$ cat src/rtl/tcpq_pkg.sv
// ---------------------------------------------------------------------------
// Two-class priority queue package
// Shared request and result types, operation and status codes, cell controls.
// ---------------------------------------------------------------------------
package tcpq_pkg;

	localparam int KEY_W = 16;
	localparam int AGE_W = 8;
	localparam int CNT_OUT_W = 5;

	localparam logic [1:0] FN_INSERT = 2'd0;
	localparam logic [1:0] FN_SERVE  = 2'd1;
	localparam logic [1:0] FN_CANCEL = 2'd2;
	localparam logic [1:0] FN_LOOKUP = 2'd3;

	localparam logic [1:0] STAT_DONE  = 2'd0;
	localparam logic [1:0] STAT_MISS  = 2'd1;
	localparam logic [1:0] STAT_EMPTY = 2'd2;
	localparam logic [1:0] STAT_FULL  = 2'd3;

	localparam logic [AGE_W-1:0] PREF_AGE_RESET = 8'd60;

	typedef struct packed {
		logic [1:0]       func;
		logic [KEY_W-1:0] id;
		logic [AGE_W-1:0] age;
	} in_t;

	typedef struct packed {
		logic [1:0]           status;
		logic [KEY_W-1:0]     served_id;
		logic [AGE_W-1:0]     found_age;
		logic [CNT_OUT_W-1:0] count;
	} out_t;

	// One slot of the queue as seen by its neighbors.
	typedef struct packed {
		logic             valid;
		logic [KEY_W-1:0] key;
		logic [AGE_W-1:0] age;
	} entry_t;

	typedef enum logic [1:0] {
		OP_HOLD,
		OP_FROM_PREV,
		OP_FROM_NEXT,
		OP_LOAD
	} cell_op_t;

	typedef enum logic {
		S_IDLE,
		S_EXEC
	} state_t;

endpackage

$ cat src/rtl/two_class_priority_queue.sv
// ---------------------------------------------------------------------------
// Two-class priority queue with cancel by key
// An accepted request moves the queue from S_IDLE to S_EXEC, and its result
// is registered in S_EXEC once the result side is free. A new request is
// taken only back in S_IDLE, after the key compare in every cell and the
// shift of the cell chain for the previous one. Reset empties the queue and
// sets preferred_age to 60; payload is not reset.
// ---------------------------------------------------------------------------
module two_class_priority_queue #(
	parameter int CAPACITY = 16
) (
	input  logic                          clk,
	input  logic                          arst_n,
	input  logic                          in_valid,
	output logic                          in_ready,
	input  tcpq_pkg::in_t                 in_data,
	output logic                          out_valid,
	input  logic                          out_ready,
	output tcpq_pkg::out_t                out_data,
	input  logic                          cfg_valid,
	output logic                          cfg_ready,
	input  logic [tcpq_pkg::AGE_W-1:0]    cfg_data
);
	import tcpq_pkg::*;

	localparam int IDX_W = (CAPACITY > 1) ? $clog2(CAPACITY) : 1;
	localparam int CNT_W = $clog2(CAPACITY + 1);
	localparam logic [CNT_W-1:0] CAP = CNT_W'(CAPACITY);

	state_t           state_q, state_d;
	in_t              req_q;
	out_t             out_q, out_d;
	logic             out_valid_q;
	logic [AGE_W-1:0] pref_age_q;
	logic [CNT_W-1:0] occ_q, occ_d;
	logic [CNT_W-1:0] pref_q, pref_d;

	entry_t           entries [CAPACITY];
	entry_t           prevs   [CAPACITY];
	entry_t           nexts   [CAPACITY];
	cell_op_t         ops     [CAPACITY];
	logic [CAPACITY-1:0] hits;
	logic [CAPACITY-1:0] valids;
	entry_t           new_entry;
	logic             accept;
	logic             exec_go;

	assign accept    = in_valid && in_ready;
	assign in_ready  = (state_q == S_IDLE);
	assign exec_go   = (state_q == S_EXEC) && (!out_valid_q || out_ready);
	assign out_valid = out_valid_q;
	assign out_data  = out_q;
	assign cfg_ready = 1'b1;
	assign new_entry = '{valid: 1'b1, key: req_q.id, age: req_q.age};

	genvar g;
	generate
		for (g = 0; g < CAPACITY; g++) begin : g_cell
			if (g == 0) begin : g_head
				assign prevs[g] = '0;
			end else begin : g_mid
				assign prevs[g] = entries[g-1];
			end
			if (g == CAPACITY - 1) begin : g_tail
				assign nexts[g] = '0;
			end else begin : g_body
				assign nexts[g] = entries[g+1];
			end
			assign valids[g] = entries[g].valid;

			tcpq_cell u_cell (
				.clk        (clk),
				.arst_n     (arst_n),
				.op         (ops[g]),
				.new_entry  (new_entry),
				.prev_entry (prevs[g]),
				.next_entry (nexts[g]),
				.cmp_en     (accept),
				.cmp_id     (in_data.id),
				.entry      (entries[g]),
				.hit        (hits[g])
			);
		end
	endgenerate

	// Decide the operation from the registered hit vector and drive the chain.
	always_comb begin
		logic             any_hit;
		logic [IDX_W-1:0] hit_pos;
		logic [IDX_W-1:0] pos;
		logic [AGE_W-1:0] hit_age;
		logic             do_insert;
		logic             do_remove;
		logic             is_pref;

		any_hit   = |hits;
		hit_pos   = '0;
		hit_age   = '0;
		pos       = '0;
		do_insert = 1'b0;
		do_remove = 1'b0;
		is_pref   = req_q.age >= pref_age_q;
		for (int i = 0; i < CAPACITY; i++) begin
			if (hits[i]) begin
				hit_pos = hit_pos | IDX_W'(i);
				hit_age = hit_age | entries[i].age;
			end
		end

		state_d          = state_q;
		occ_d            = occ_q;
		pref_d           = pref_q;
		out_d            = out_q;
		out_d.status     = STAT_DONE;
		out_d.served_id  = '0;
		out_d.found_age  = '0;

		case (req_q.func)
			FN_INSERT: begin
				if (any_hit) begin
					out_d.status = STAT_MISS;
				end else if (occ_q >= CAP) begin
					out_d.status = STAT_FULL;
				end else begin
					do_insert = 1'b1;
					pos = is_pref ? IDX_W'(pref_q) : IDX_W'(occ_q);
				end
			end
			FN_SERVE: begin
				if (occ_q == '0) begin
					out_d.status = STAT_EMPTY;
				end else begin
					do_remove       = 1'b1;
					out_d.served_id = entries[0].key;
				end
			end
			FN_CANCEL: begin
				if (!any_hit) begin
					out_d.status = STAT_MISS;
				end else begin
					do_remove = 1'b1;
					pos       = hit_pos;
				end
			end
			default: begin
				if (!any_hit) begin
					out_d.status = STAT_MISS;
				end else begin
					out_d.found_age = hit_age;
				end
			end
		endcase

		for (int i = 0; i < CAPACITY; i++) begin
			ops[i] = OP_HOLD;
			if (exec_go && do_insert) begin
				if (IDX_W'(i) == pos) begin
					ops[i] = OP_LOAD;
				end else if (IDX_W'(i) > pos) begin
					ops[i] = OP_FROM_PREV;
				end
			end else if (exec_go && do_remove) begin
				if (IDX_W'(i) >= pos) begin
					ops[i] = OP_FROM_NEXT;
				end
			end
		end

		if (do_insert) begin
			occ_d = occ_q + 1'b1;
			if (is_pref) begin
				pref_d = pref_q + 1'b1;
			end
		end else if (do_remove) begin
			occ_d = occ_q - 1'b1;
			if (CNT_W'(pos) < pref_q) begin
				pref_d = pref_q - 1'b1;
			end
		end
		out_d.count = CNT_OUT_W'(occ_d);

		case (state_q)
			S_IDLE: begin
				if (accept) begin
					state_d = S_EXEC;
				end
			end
			S_EXEC: begin
				if (exec_go) begin
					state_d = S_IDLE;
				end
			end
			default: state_d = S_IDLE;
		endcase
	end

	always_ff @(posedge clk or negedge arst_n) begin
		if (!arst_n) begin
			state_q     <= S_IDLE;
			out_valid_q <= 1'b0;
			occ_q       <= '0;
			pref_q      <= '0;
			pref_age_q  <= PREF_AGE_RESET;
		end else begin
			state_q <= state_d;
			if (cfg_valid && cfg_ready) begin
				pref_age_q <= cfg_data;
			end
			if (exec_go) begin
				out_valid_q <= 1'b1;
				occ_q       <= occ_d;
				pref_q      <= pref_d;
			end else if (out_ready) begin
				out_valid_q <= 1'b0;
			end
		end
	end

	always_ff @(posedge clk) begin
		if (accept) begin
			req_q <= in_data;
		end
		if (exec_go) begin
			out_q <= out_d;
		end
	end

`ifndef ASSERT_OFF
	// The preferred class is always a prefix of the held entries.
	a_pref_le_occ: assert property (@(posedge clk) disable iff (!arst_n)
		pref_q <= occ_q)
		else $error("preferred count exceeds occupancy");

	// Occupied cells form a contiguous run from the head of length occupancy.
	a_valid_count: assert property (@(posedge clk) disable iff (!arst_n)
		$countones(valids) == 32'(occ_q))
		else $error("cell valid bits disagree with occupancy");

	// Keys are unique, so a compare never hits more than one cell.
	a_hit_onehot: assert property (@(posedge clk) disable iff (!arst_n)
		(state_q == S_EXEC) |-> $onehot0(hits))
		else $error("key matched in more than one cell");

	// Every accepted request produces a result when the chain executes.
	a_exec_result: assert property (@(posedge clk) disable iff (!arst_n)
		exec_go |=> out_valid)
		else $error("executed request produced no result");
`endif

endmodule

$ cat src/rtl/tcpq_cell.sv
// ---------------------------------------------------------------------------
// Queue cell
// Holds one slot, compares its key against a request, and shifts toward
// either neighbor or loads a new entry when told to.
// ---------------------------------------------------------------------------
module tcpq_cell (
	input  logic                     clk,
	input  logic                     arst_n,
	input  tcpq_pkg::cell_op_t       op,
	input  tcpq_pkg::entry_t         new_entry,
	input  tcpq_pkg::entry_t         prev_entry,
	input  tcpq_pkg::entry_t         next_entry,
	input  logic                     cmp_en,
	input  logic [tcpq_pkg::KEY_W-1:0] cmp_id,
	output tcpq_pkg::entry_t         entry,
	output logic                     hit
);
	import tcpq_pkg::*;

	logic             valid_q;
	logic [KEY_W-1:0] key_q;
	logic [AGE_W-1:0] age_q;
	logic             hit_q;
	entry_t           src;

	always_comb begin
		case (op)
			OP_FROM_PREV: src = prev_entry;
			OP_FROM_NEXT: src = next_entry;
			OP_LOAD:      src = new_entry;
			default:      src = entry;
		endcase
	end

	always_ff @(posedge clk or negedge arst_n) begin
		if (!arst_n) begin
			valid_q <= 1'b0;
			hit_q   <= 1'b0;
		end else begin
			valid_q <= src.valid;
			if (cmp_en) begin
				hit_q <= valid_q && (key_q == cmp_id);
			end
		end
	end

	always_ff @(posedge clk) begin
		key_q <= src.key;
		age_q <= src.age;
	end

	assign entry = '{valid: valid_q, key: key_q, age: age_q};
	assign hit   = hit_q;

endmodule

$ cat config.mk
export PLATFORM = sky130hd
export DESIGN_NAME = two_class_priority_queue
export DESIGN_NICKNAME = d
export VERILOG_FILES = /design/src/rtl/tcpq_pkg.sv /design/src/rtl/two_class_priority_queue.sv /design/src/rtl/tcpq_cell.sv
export SDC_FILE = /design/constraint.sdc
export NUM_CORES = 1
export LEC_CHECK = 0
export ABC_CLOCK_PERIOD_IN_PS = 4610
export BUFFER_PORTS_ARGS = -buffer_cell sky130_fd_sc_hd__buf_2
export CAP_MARGIN = 20
export CORE_UTILIZATION = 50
export DETAILED_ROUTE_END_ITERATION = 6
export HOLD_SLACK_MARGIN = 0.08
export PLACE_DENSITY = 0.78
export SLEW_MARGIN = 10
export SYNTH_ARGS = -nofsm -noshare
export SYNTH_HDL_FRONTEND = slang
export SYNTH_SLANG_ARGS = --single-unit
$ cat constraint.sdc
create_clock -name clk -period 4.61 [get_ports clk]
set_input_delay 0.6915 -clock clk [delete_from_list [all_inputs] [get_ports clk]]
set_output_delay 0.6915 -clock clk [all_outputs]
set_load 0.1 [all_outputs]
======== After elaboration in Yosys (flattened, before gate mapping) ========
Cells that the tools add are included.
storage, ports and cells
  output and inout bits ................... 34
  bits in registers ....................... 493
  word-level logic and storage cells ...... 417
  bits of input ports ..................... 39
operators by class
  equality and inequality tests ........... 82
  muxes and demuxes ....................... 154
  bitwise logic cells ..................... 18
  $lt $le $gt $ge ......................... 35
  reduce and logical (&&, ||, !) cells .... 48
  $add $sub $neg .......................... 4
operators with widths
  cell                   number
  $pmux W25 S3           16
  $eq A16 B16 Y1         16
  $mux W2                69
  $mux W8                16
  $or A8 B8 Y8           15
  $eq A2 B2 Y1 const B   33
  $mux W4                12
  $reduce_bool A3 Y1     16
  $eq A2 B1 Y1 const B   17
  $eq A4 B4 Y1 const A   8
  $ge A4 B4 Y1 const A   8
  $gt A4 B4 Y1 const A   8
  $mux W5                6
  $mux W1                27
  $logic_and A1 B1 Y1    20
  $eq A3 B4 Y1 const A   4
  $ge A3 B4 Y1 const A   4
  $gt A3 B4 Y1 const A   4
  $reduce_or A16 Y1      1
  $mux W3                4
  $add A5 B1 Y5 const B  2
  $sub A5 B1 Y5 const B  2
  $eq A2 B4 Y1 const A   2
  $ge A1 B4 Y1 const A   2
  other kinds (21)       29

======== Depth between registers and ports, before layout ========
Gate-level depths: netlist of the first run.
  depth after elaboration ................. 31
  gate-level depth with buffers ........... 15
  mapped depth without buffers ............ 14

======== Hierarchy ========
A second synthesis of the first run with hierarchy kept.
second synthesis, totals
  cell total of the unflattened synthesis .. 2593
  area, all modules ....................... 28857.7 um2
by module, submodules not included
  module                    area an instance (um2)  times used  cells each
  tcpq_cell                 1503.9                  16          134
  two_class_priority_queue  4794.6                  1           449

======== Worst setup path before layout of the first run ========
Ideal clock, no wire load.
  path kind ............................... reg-to-reg
  from .................................... reg out_valid_q, in the netlist out_valid
  to ...................................... reg g_cell[10].u_cell.age_q[0] (enable)
  library setup time ...................... 0.416 ns
  arrival time ............................ 4.063 ns
  path buffers ............................ 3
  path slack .............................. 0.131 ns
  cell stages (with the launch flop) ...... 12
  cell sequence ........................... dfrtp_1 > nand2b_1 > nand2_1 > inv_2 > nand2_1 > a31o_2 > buf_2 > nor3_1 > o21ai_1 > buf_2 > buf_2 > a22oi_1
on the way
  longest elaborated chain between the ends .. 8
  elaborated cells on any way between the ends .. 11
  classes of those cells .................. 3 x eq/ne; 2 x mux; 6 x reduce/logical
RTL lines
  item                                          RTL line                         text
  start, declared                               two_class_priority_queue.sv:33   logic out_valid_q;
  start signal, assigned                        two_class_priority_queue.sv:200  out_valid_q <= 1'b0;
  start signal, assigned                        two_class_priority_queue.sv:210  out_valid_q <= 1'b1;
  start signal, assigned                        two_class_priority_queue.sv:214  out_valid_q <= 1'b0;
  $logic_not A1 Y1 *                            two_class_priority_queue.sv:50   assign exec_go = (state_q == S_EXEC) && (!out_valid_q || out_ready);
  $logic_or A1 B1 Y1 *                          two_class_priority_queue.sv:50
  $logic_and A1 B1 Y1 *                         two_class_priority_queue.sv:50
  via exec_go                                   two_class_priority_queue.sv:46   logic exec_go;
  $logic_and A1 B1 Y1                           two_class_priority_queue.sv:162  end else if (exec_go && do_remove) begin
  $mux W2                                       two_class_priority_queue.sv:162
  $mux W2 *                                     two_class_priority_queue.sv:156  if (exec_go && do_insert) begin
  $eq A2 B1 Y1 or $eq A2 B2 Y1 (tied branches)  tcpq_cell.sv:27                  case (op)
  $reduce_bool A3 Y1 (no source line) *         -
  end signal, assigned                          tcpq_cell.sv:49                  age_q <= src.age;
  end, declared                                 tcpq_cell.sv:22                  logic [AGE_W-1:0] age_q;
The timed path passes the listed nets; every way through them passes the cells marked *.
A chain may end at the register's enable or synchronous reset.

======== Worst setup path after layout of the first run ========
  from .................................... reg g_cell[13].u_cell.hit_q
  to ...................................... reg pref_q[1]
on the way
  longest elaborated chain between the ends .. 8
  elaborated cells on any way between the ends .. 17
  classes of those cells .................. 1 x order compare; 1 x eq/ne; 11 x mux; 4 x reduce/logical
RTL lines
  item                                 RTL line                         text
  start, declared                      tcpq_cell.sv:23                  logic hit_q;
  start signal, assigned               tcpq_cell.sv:42                  hit_q <= valid_q && (key_q == cmp_id);
  $mux W4 (3 in a row)                 two_class_priority_queue.sv:104  if (hits[i]) begin
  $mux W4                              two_class_priority_queue.sv:138  if (!any_hit) begin
  $pmux W4 S2                          two_class_priority_queue.sv:118  case (req_q.func)
  $lt A4 B5 Y1                         two_class_priority_queue.sv:176  if (CNT_W'(pos) < pref_q) begin
  $reduce_bool A2 Y1 (no source line)  -
  $reduce_and A4 Y1 (no source line)   -
  end signal, assigned                 two_class_priority_queue.sv:212  pref_q <= pref_d;
  end, declared                        two_class_priority_queue.sv:36   logic [CNT_W-1:0] pref_q, pref_d;
Several ways; a longest one is shown, not always the timed one.

==> results of run 1 <==
[metrics by stage]
stage	hold WS, ps	instances	util (%)	total power [mW]
after global routing	238.8	3299	56.48	13.57
after global placement	481.1	3198	53.03	8.548
after CTS	220.1	3298	56.45	13.13
after floorplan	395.9	2546	-	7.748
after detailed placement	477.3	3198	53.05	8.640
final	207.0	3299	56.48	13.20
[kinds of logic after synthesis]
group | after synthesis | synth area share, %
AOI/OAI and AO/OA | 595 | 16.51
xor gates and xnor gates | 264 | 8.400
adders and majority gates | 20 | 0.9364
buffers and inverters | 271 | 4.241
DFF | 493 | 52.86
muxes | 91 | 3.327
other | 1 | 0.01362
and+or+nand+nor | 811 | 13.71
[state kept, by name, summed over array words and instances (netlist names)]
| signal | count |
|---|---|
| g_cell.u_cell.hit | 16 |
| out_valid | 1 |
| state_q | 1 |
| new_entry | 24 |
| pref_q | 5 |
| g_cell.u_cell.age_q | 128 |
| pref_age_q | 8 |
| g_cell.u_cell.key_q | 256 |
| occ_q | 5 |
| out_data | 31 |
| g_cell.u_cell.valid_q | 16 |
| req_q | 2 |
[worst max-delay path, cell delays in order (launching register included)]
cell and delay (ps):
dfrtp_1 400, nor4_1 700, and4_1 460, and2_4 340
inv_4 120, nor4_4 280, a311oi_2 140, inv_2 340
ha_1 300, nand3_1 80, a21oi_1 40, a211oi_1 320
o31a_1 320, mux2_2 380
[worst max-delay path by stage]
stage,endpoint,slack [ps]
global placement,g_cell[13].u_cell.age_q[3]$_DFFE_PP_,600
finish,pref_q[1]$_DFFE_PN0P_,230
CTS,g_cell[6].u_cell.age_q[3]$_DFFE_PP_,360
global route,g_cell[4].u_cell.key_q[12]$_DFFE_PP_,60
detailed placement,pref_q[1]$_DFFE_PN0P_,390
floorplan,g_cell[10].u_cell.age_q[0]$_DFFE_PP_,130
[placed cells by master (no fill, tap or decap), drive strengths merged, types with 3 or more instances in the layout]
cell,netlist,routed
xnor2,186,186
a221o,120,120
nand2b,3,3
inv,54,57
o41ai,3,3
clkbuf,145,77
nand2,431,431
or3,5,5
buf,71,173
nand3,49,49
o31ai,4,4
mux2,4,4
nor3,32,32
a22oi,92,92
a22o,63,63
nor4,32,32
a21o,29,29
bufinv,0,6
mux2i,87,87
dfstp,4,4
a311oi,3,3
nand4,50,50
and3,57,57
a222oi,24,24
a221oi,24,24
and2,43,43
o21ai,128,128
xor2,78,78
o211ai,4,4
clkinv,1,13
dfrtp,48,48
ha,19,19
a21oi,47,47
a31oi,40,40
nor2,101,101
edfxtp,441,441
a21boi,3,3
[where the power goes]
group	switching, mW	total (mW)	internal (mW)	leakage [nW]
sequential	0.626	6.15	5.52	4.70
clock	1.90	4.55	2.65	0.901
combinational	1.68	2.50	0.820	5.88
total	4.21	13.2	8.99	11.5
[final cells by class]
type	count	area (µm²)
Inverter	55	214.0
Timing Repair Buffer	173	1204
Clock buffer	77	1526
Multi-Input combinational cell	1782	11890
Sequential cell	493	14550
Fill cell	4454	23560
Tap cell	696	870.8
Clock inverter	23	315.3
[routing by layer]
metal / GRT usage [%] / wire [µm]
met5: 0 / 12
met4: 19.36 / 5658
met3: 6.377 / 11220
met2: 52.00 / 43330
met1: 44.70 / 35190
==> impl_metrics.ini, run 1 <==
[status]
status = finished, final reports clean

[yosys]
synth-edff-count = 441
synth_commonest_cells = edfxtp_1, nand2_1, xnor2_1
yosys.area.top_type_share_pct = 48.11
yosysWarnings = 0
ys_ff_latch = 493
syn_area_um2 = 27530
synth_flop_cell = edfxtp_1
synth_most_common_cell = edfxtp_1
yosysSeqAreaShare_pct = 52.86
synth_top_cell_by_area = edfxtp_1
ys_types = 73
synth_cells = 2546
synth_area_leaders = edfxtp_1, xnor2_1, nand2_1
synthArstFlopShare_pct = 10.55
syn_nets = 2605
synth.avg_cell_area_um2 = 10.81

[die]
die_y_um = 236.6
std_cell_rows = 85
die_area_um2 = 55990
coreArea_um2 = 54130
initial_core_util_pct = 50.85
die_x_um = 236.6
ios = 73

[setup_path]
start_kind = register
path_max_fanout = 20
reg2reg_depth = 13
r2r_end = pref_q[1]$_DFFE_PN0P_
r2r_slack_ps = 230
cp_data_required_time_ps = 5120
arrival_ps = 4890
endpoint_kind = register
r2r_start = g_cell[13].u_cell.hit$_DFFE_PN0P_
timing_worst_setup_path_type = register to register
crit_start = g_cell[13].u_cell.hit$_DFFE_PN0P_

[grt]
grt_pass1_wl_mm = 142.4
grt_pass1_vias = 21940
antenna_found_initial = 1
grtUsageTotal_pct = 33.74
grt_max_degree = 53
grt_overflow = 0

[placed_design]
place_area_um2 = 28720
preCtsSetupSlack_ps = 389.6
io_buffers = 71
hpwl_mm = 67.14
gp_congestion = 1.060

[clocking]
cts_tree = built
clock-root-buffer = clkbuf_16
cts_hold_buf = 0
cts_htree_levels = 2
cts_made_buffers = 53
cts_max_path_buffers = 3
clock_sinks = 493
clkTransAtPathRegs_ps = 70
post_cts_buffers = 0
cts.repair.resized = 0
clock_latency_ps = 650

[cells_and_area]
layout-area-overhead-vs-synth_pct = 11.07
fin_area_um2 = 30570
drive_above_1_share_pct = 12.14
fin_nets = 2617
n_antenna_cell = 0

[min_path]
hold_class = input port to async pin

[timing]
final_hold_viol_count = 0
period_minus_slack_ps = 4378
rsz0062_at_grt = no
max_freq_mhz = 228.4
fin_ws_ps = 232.3
finalMaxSlewViolations = 0
finalCritPeriodShare_pct = 94.96
finalSetupViolCount = 0
fin_worst_skew_ps = 44.00
relSlewSlack_pct = 42.36
worst_slew_pin_slew_ps = 862.7
final.setup.tns_ps = 0

[routing]
routedWlPerCell_um = 28.92
drc = 0
drt_pass1_iterations = 6
vias_per_cell = 6.862
ant_nets = 0
wl_mm = 95.41
num_vias = 22640
drtIter0Drc = 3528

[power]
peakVddDrop_v = 0.0003265
p_leak_nw = 11.48
p_per_area_nw_per_um2 = 431.9

[job]
drv_cap = 0
Note: power is estimated with default switching activity, not from simulation.
==> inputs of run 2 (changes only) <==
--- a/config.mk
+++ b/config.mk
@@ -8,11 +8,11 @@
 export ABC_CLOCK_PERIOD_IN_PS = 4610
 export BUFFER_PORTS_ARGS = -buffer_cell sky130_fd_sc_hd__buf_2
 export CAP_MARGIN = 20
-export CORE_UTILIZATION = 50
+export CORE_MARGIN = 5
+export CORE_UTILIZATION = 35
 export DETAILED_ROUTE_END_ITERATION = 6
 export HOLD_SLACK_MARGIN = 0.08
-export PLACE_DENSITY = 0.78
-export SLEW_MARGIN = 10
+export PLACE_DENSITY = 0.61
 export SYNTH_ARGS = -nofsm -noshare
 export SYNTH_HDL_FRONTEND = slang
 export SYNTH_SLANG_ARGS = --single-unit
==> run 2 against run 1 <==
Effect of this change: the run now ends with DRC left; critical path depth stayed put; combinational power increased by 2%; die area increased by 51%; utilization decreased by 16 points; register-to-register slack improved by 50 ps; first-iteration DRC count fell by 10%; highest routed layer unchanged; clock skew fell by 14 ps; total power increased by 0.57%; final cell count rose by 11%.
==> impl_metrics.ini, run 2 (synthesized netlist as in run 1, its figures left out) <==
[setup_path]
r2r_slack_ps = 280
slowest_delay_ps = 630
endpoint_kind = register
start_kind = register
path_cells = nor4_1 > and4_1 > and2_4 > inv_4 > nor4_4 > a311oi_2 > inv_2 > ha_1 > nand3_1 > a21oi_1 > a211oi_1 > o31a_1 > mux2_2
timing_worst_setup_path_type = register to register
cpMaxStageDelayCell = nor4_1
arrival_ps = 4850
cp_data_required_time_ps = 5130
path_max_fanout = 20

[timing]
max_freq_mhz = 230.9
period_minus_slack_ps = 4330
fin_worst_skew_ps = 30.13
relSlewSlack_pct = 45.42
finalCritPeriodShare_pct = 93.93
rsz0062_at_grt = no
worst_slew_pin_slew_ps = 818.6
holdWs_ps = 230.8
final_hold_viol_count = 0
final.setup.tns_ps = 0
finalMaxSlewViolations = 0
finalSetupViolCount = 0

[die]
die_x_um = 290.4
std_cell_rows = 102
coreArea_um2 = 77720
ios = 73
initial_core_util_pct = 35.41
die_area_um2 = 84350
die_y_um = 290.4

[clocking]
cts.repair.resized = 0
clock_latency_ps = 650
cts_made_buffers = 55
cts_tree = built
clkTransAtPathRegs_ps = 60
clock-root-buffer = clkbuf_16
clock_sinks = 493
cts_max_path_buffers = 3
cts_htree_levels = 2

[routing]
vias_per_cell = 6.027
num_vias = 22110
drc = 4
drt_pass1_iterations = 7
ant_nets = 0
drtIter0Drc = 3172
wl_mm = 99.78
routedWlPerCell_um = 27.20

[power]
p_per_area_nw_per_um2 = 425.3
intPower_mw = 9.010
power_frac_comb_pct = 19.2
switching_power_mw = 4.269
power.share.clock_pct = 34.7
peakVddDrop_v = 0.0002962
seqPwrFrac_pct = 46.1
p_leak_nw = 11.59
netSwitchingFraction_pct = 32.15

[grt]
antenna_found_initial = 1
grt_pass1_wl_mm = 147.8
grt_max_degree = 51
grt_pass1_vias = 21920
grt_overflow = 0
grtUsageTotal_pct = 22.58

[cells_and_area]
largest_register_ffs = 256
layout.cells.most_common = edfxtp_1
final_cell_mix = edfxtp_1, nand2_1, xnor2_1, a221o_1, buf_4
layout-area-overhead-vs-synth_pct = 13.42
n_antenna_cell = 0
num-fill-cells = 7386
regMostFlops = g_cell.u_cell.key_q
drive_above_1_share_pct = 12.82
fin_util_pct = 40.17
fin_nets = 2640

[job]
drv_cap = 0

[status]
violations = DRC
status = finished with violations

[placed_design]
hpwl_mm = 72.84
io_buffers = 71
gp_congestion = 0.9721

[min_path]
hold_class = input port to register
[run 2: cell type report]
cell class,count,area [µm²],share of cell area (%)
sequential,493,14550,46.60
tap,1040,1301,4.168
inverter,55,214.0,0.6853
timing repair buffer,194,1401,4.489
clock buffer,71,1506,4.825
clock inverter,33,349.1,1.118
multi-input combinational,1782,11900,38.11
[run 2: power by group through the flow]
stage	clock, mW	combinational (mW)	sequential (mW)
floorplan	0	1.53	6.22
global placement	0	2.44	6.19
detailed placement	0	2.51	6.19
CTS	4.68	2.52	6.11
global route	4.85	2.74	6.16
finish	4.61	2.55	6.12
[run 2: critical path, delay by kind of cell (launching register included)]
| family | cells | cell delay [ps] |
|---|---|---|
| AND/OR/NAND/NOR | 5 | 1810 |
| AO/OA/AOI/OAI | 4 | 900 |
| buffers and inverters | 2 | 440 |
| flip-flops | 1 | 370 |
| multiplexers | 1 | 370 |
| adder cells (fa/ha/maj) | 1 | 300 |
[run 2: routing by layer]
layer	track usage, %	vias to the layer above	share of wire [%]
met1	30.56	11010	41
met2	35.97	1281	45
met4	9.616	2	4.8
li1	-	9575	-
met5	0	-	0.013
met3	3.936	234	9.1
[run 2: path summary, 6_finish.rpt]
path,startpoint,end,cells past startpoint
hold / removal,in_data[24],req_q[24]$_DFFE_PP_,1
setup reg to reg,g_cell[6].u_cell.hit$_DFFE_PN0P_,pref_q[1]$_DFFE_PN0P_,13
min in group asynchronous,arst_n,state_q$_DFF_PN0_,2
max in group asynchronous,arst_n,g_cell[12].u_cell.hit$_DFFE_PN0P_,3
hold reg to reg,state_q$_DFF_PN0_,out_valid$_DFFE_PN0P_,2
setup / recovery,g_cell[6].u_cell.hit$_DFFE_PN0P_,pref_q[1]$_DFFE_PN0P_,13
[run 2: what timing repair did]
action | in CTS | in global routing
hold buffers | 1 | 0
setup buffers | 0 | 0
hold endpoints to repair | 16 | 0
endpoints found under the setup margin | 0 | 0
[run 2: through the flow]
step           setup slack, ps  power [mW]  area, µm²  instances
2_1_floorplan            130.7       7.748      27530       2546
3_3_place_gp             603.3       8.635      29340       3562
3_5_place_dp             449.1       8.700      29350       3563
4_1_cts                  392.6       13.30      31220       3668
5_1_grt                  122.7       13.74      31220       3668
6_report                 280.0       13.28      31220       3668
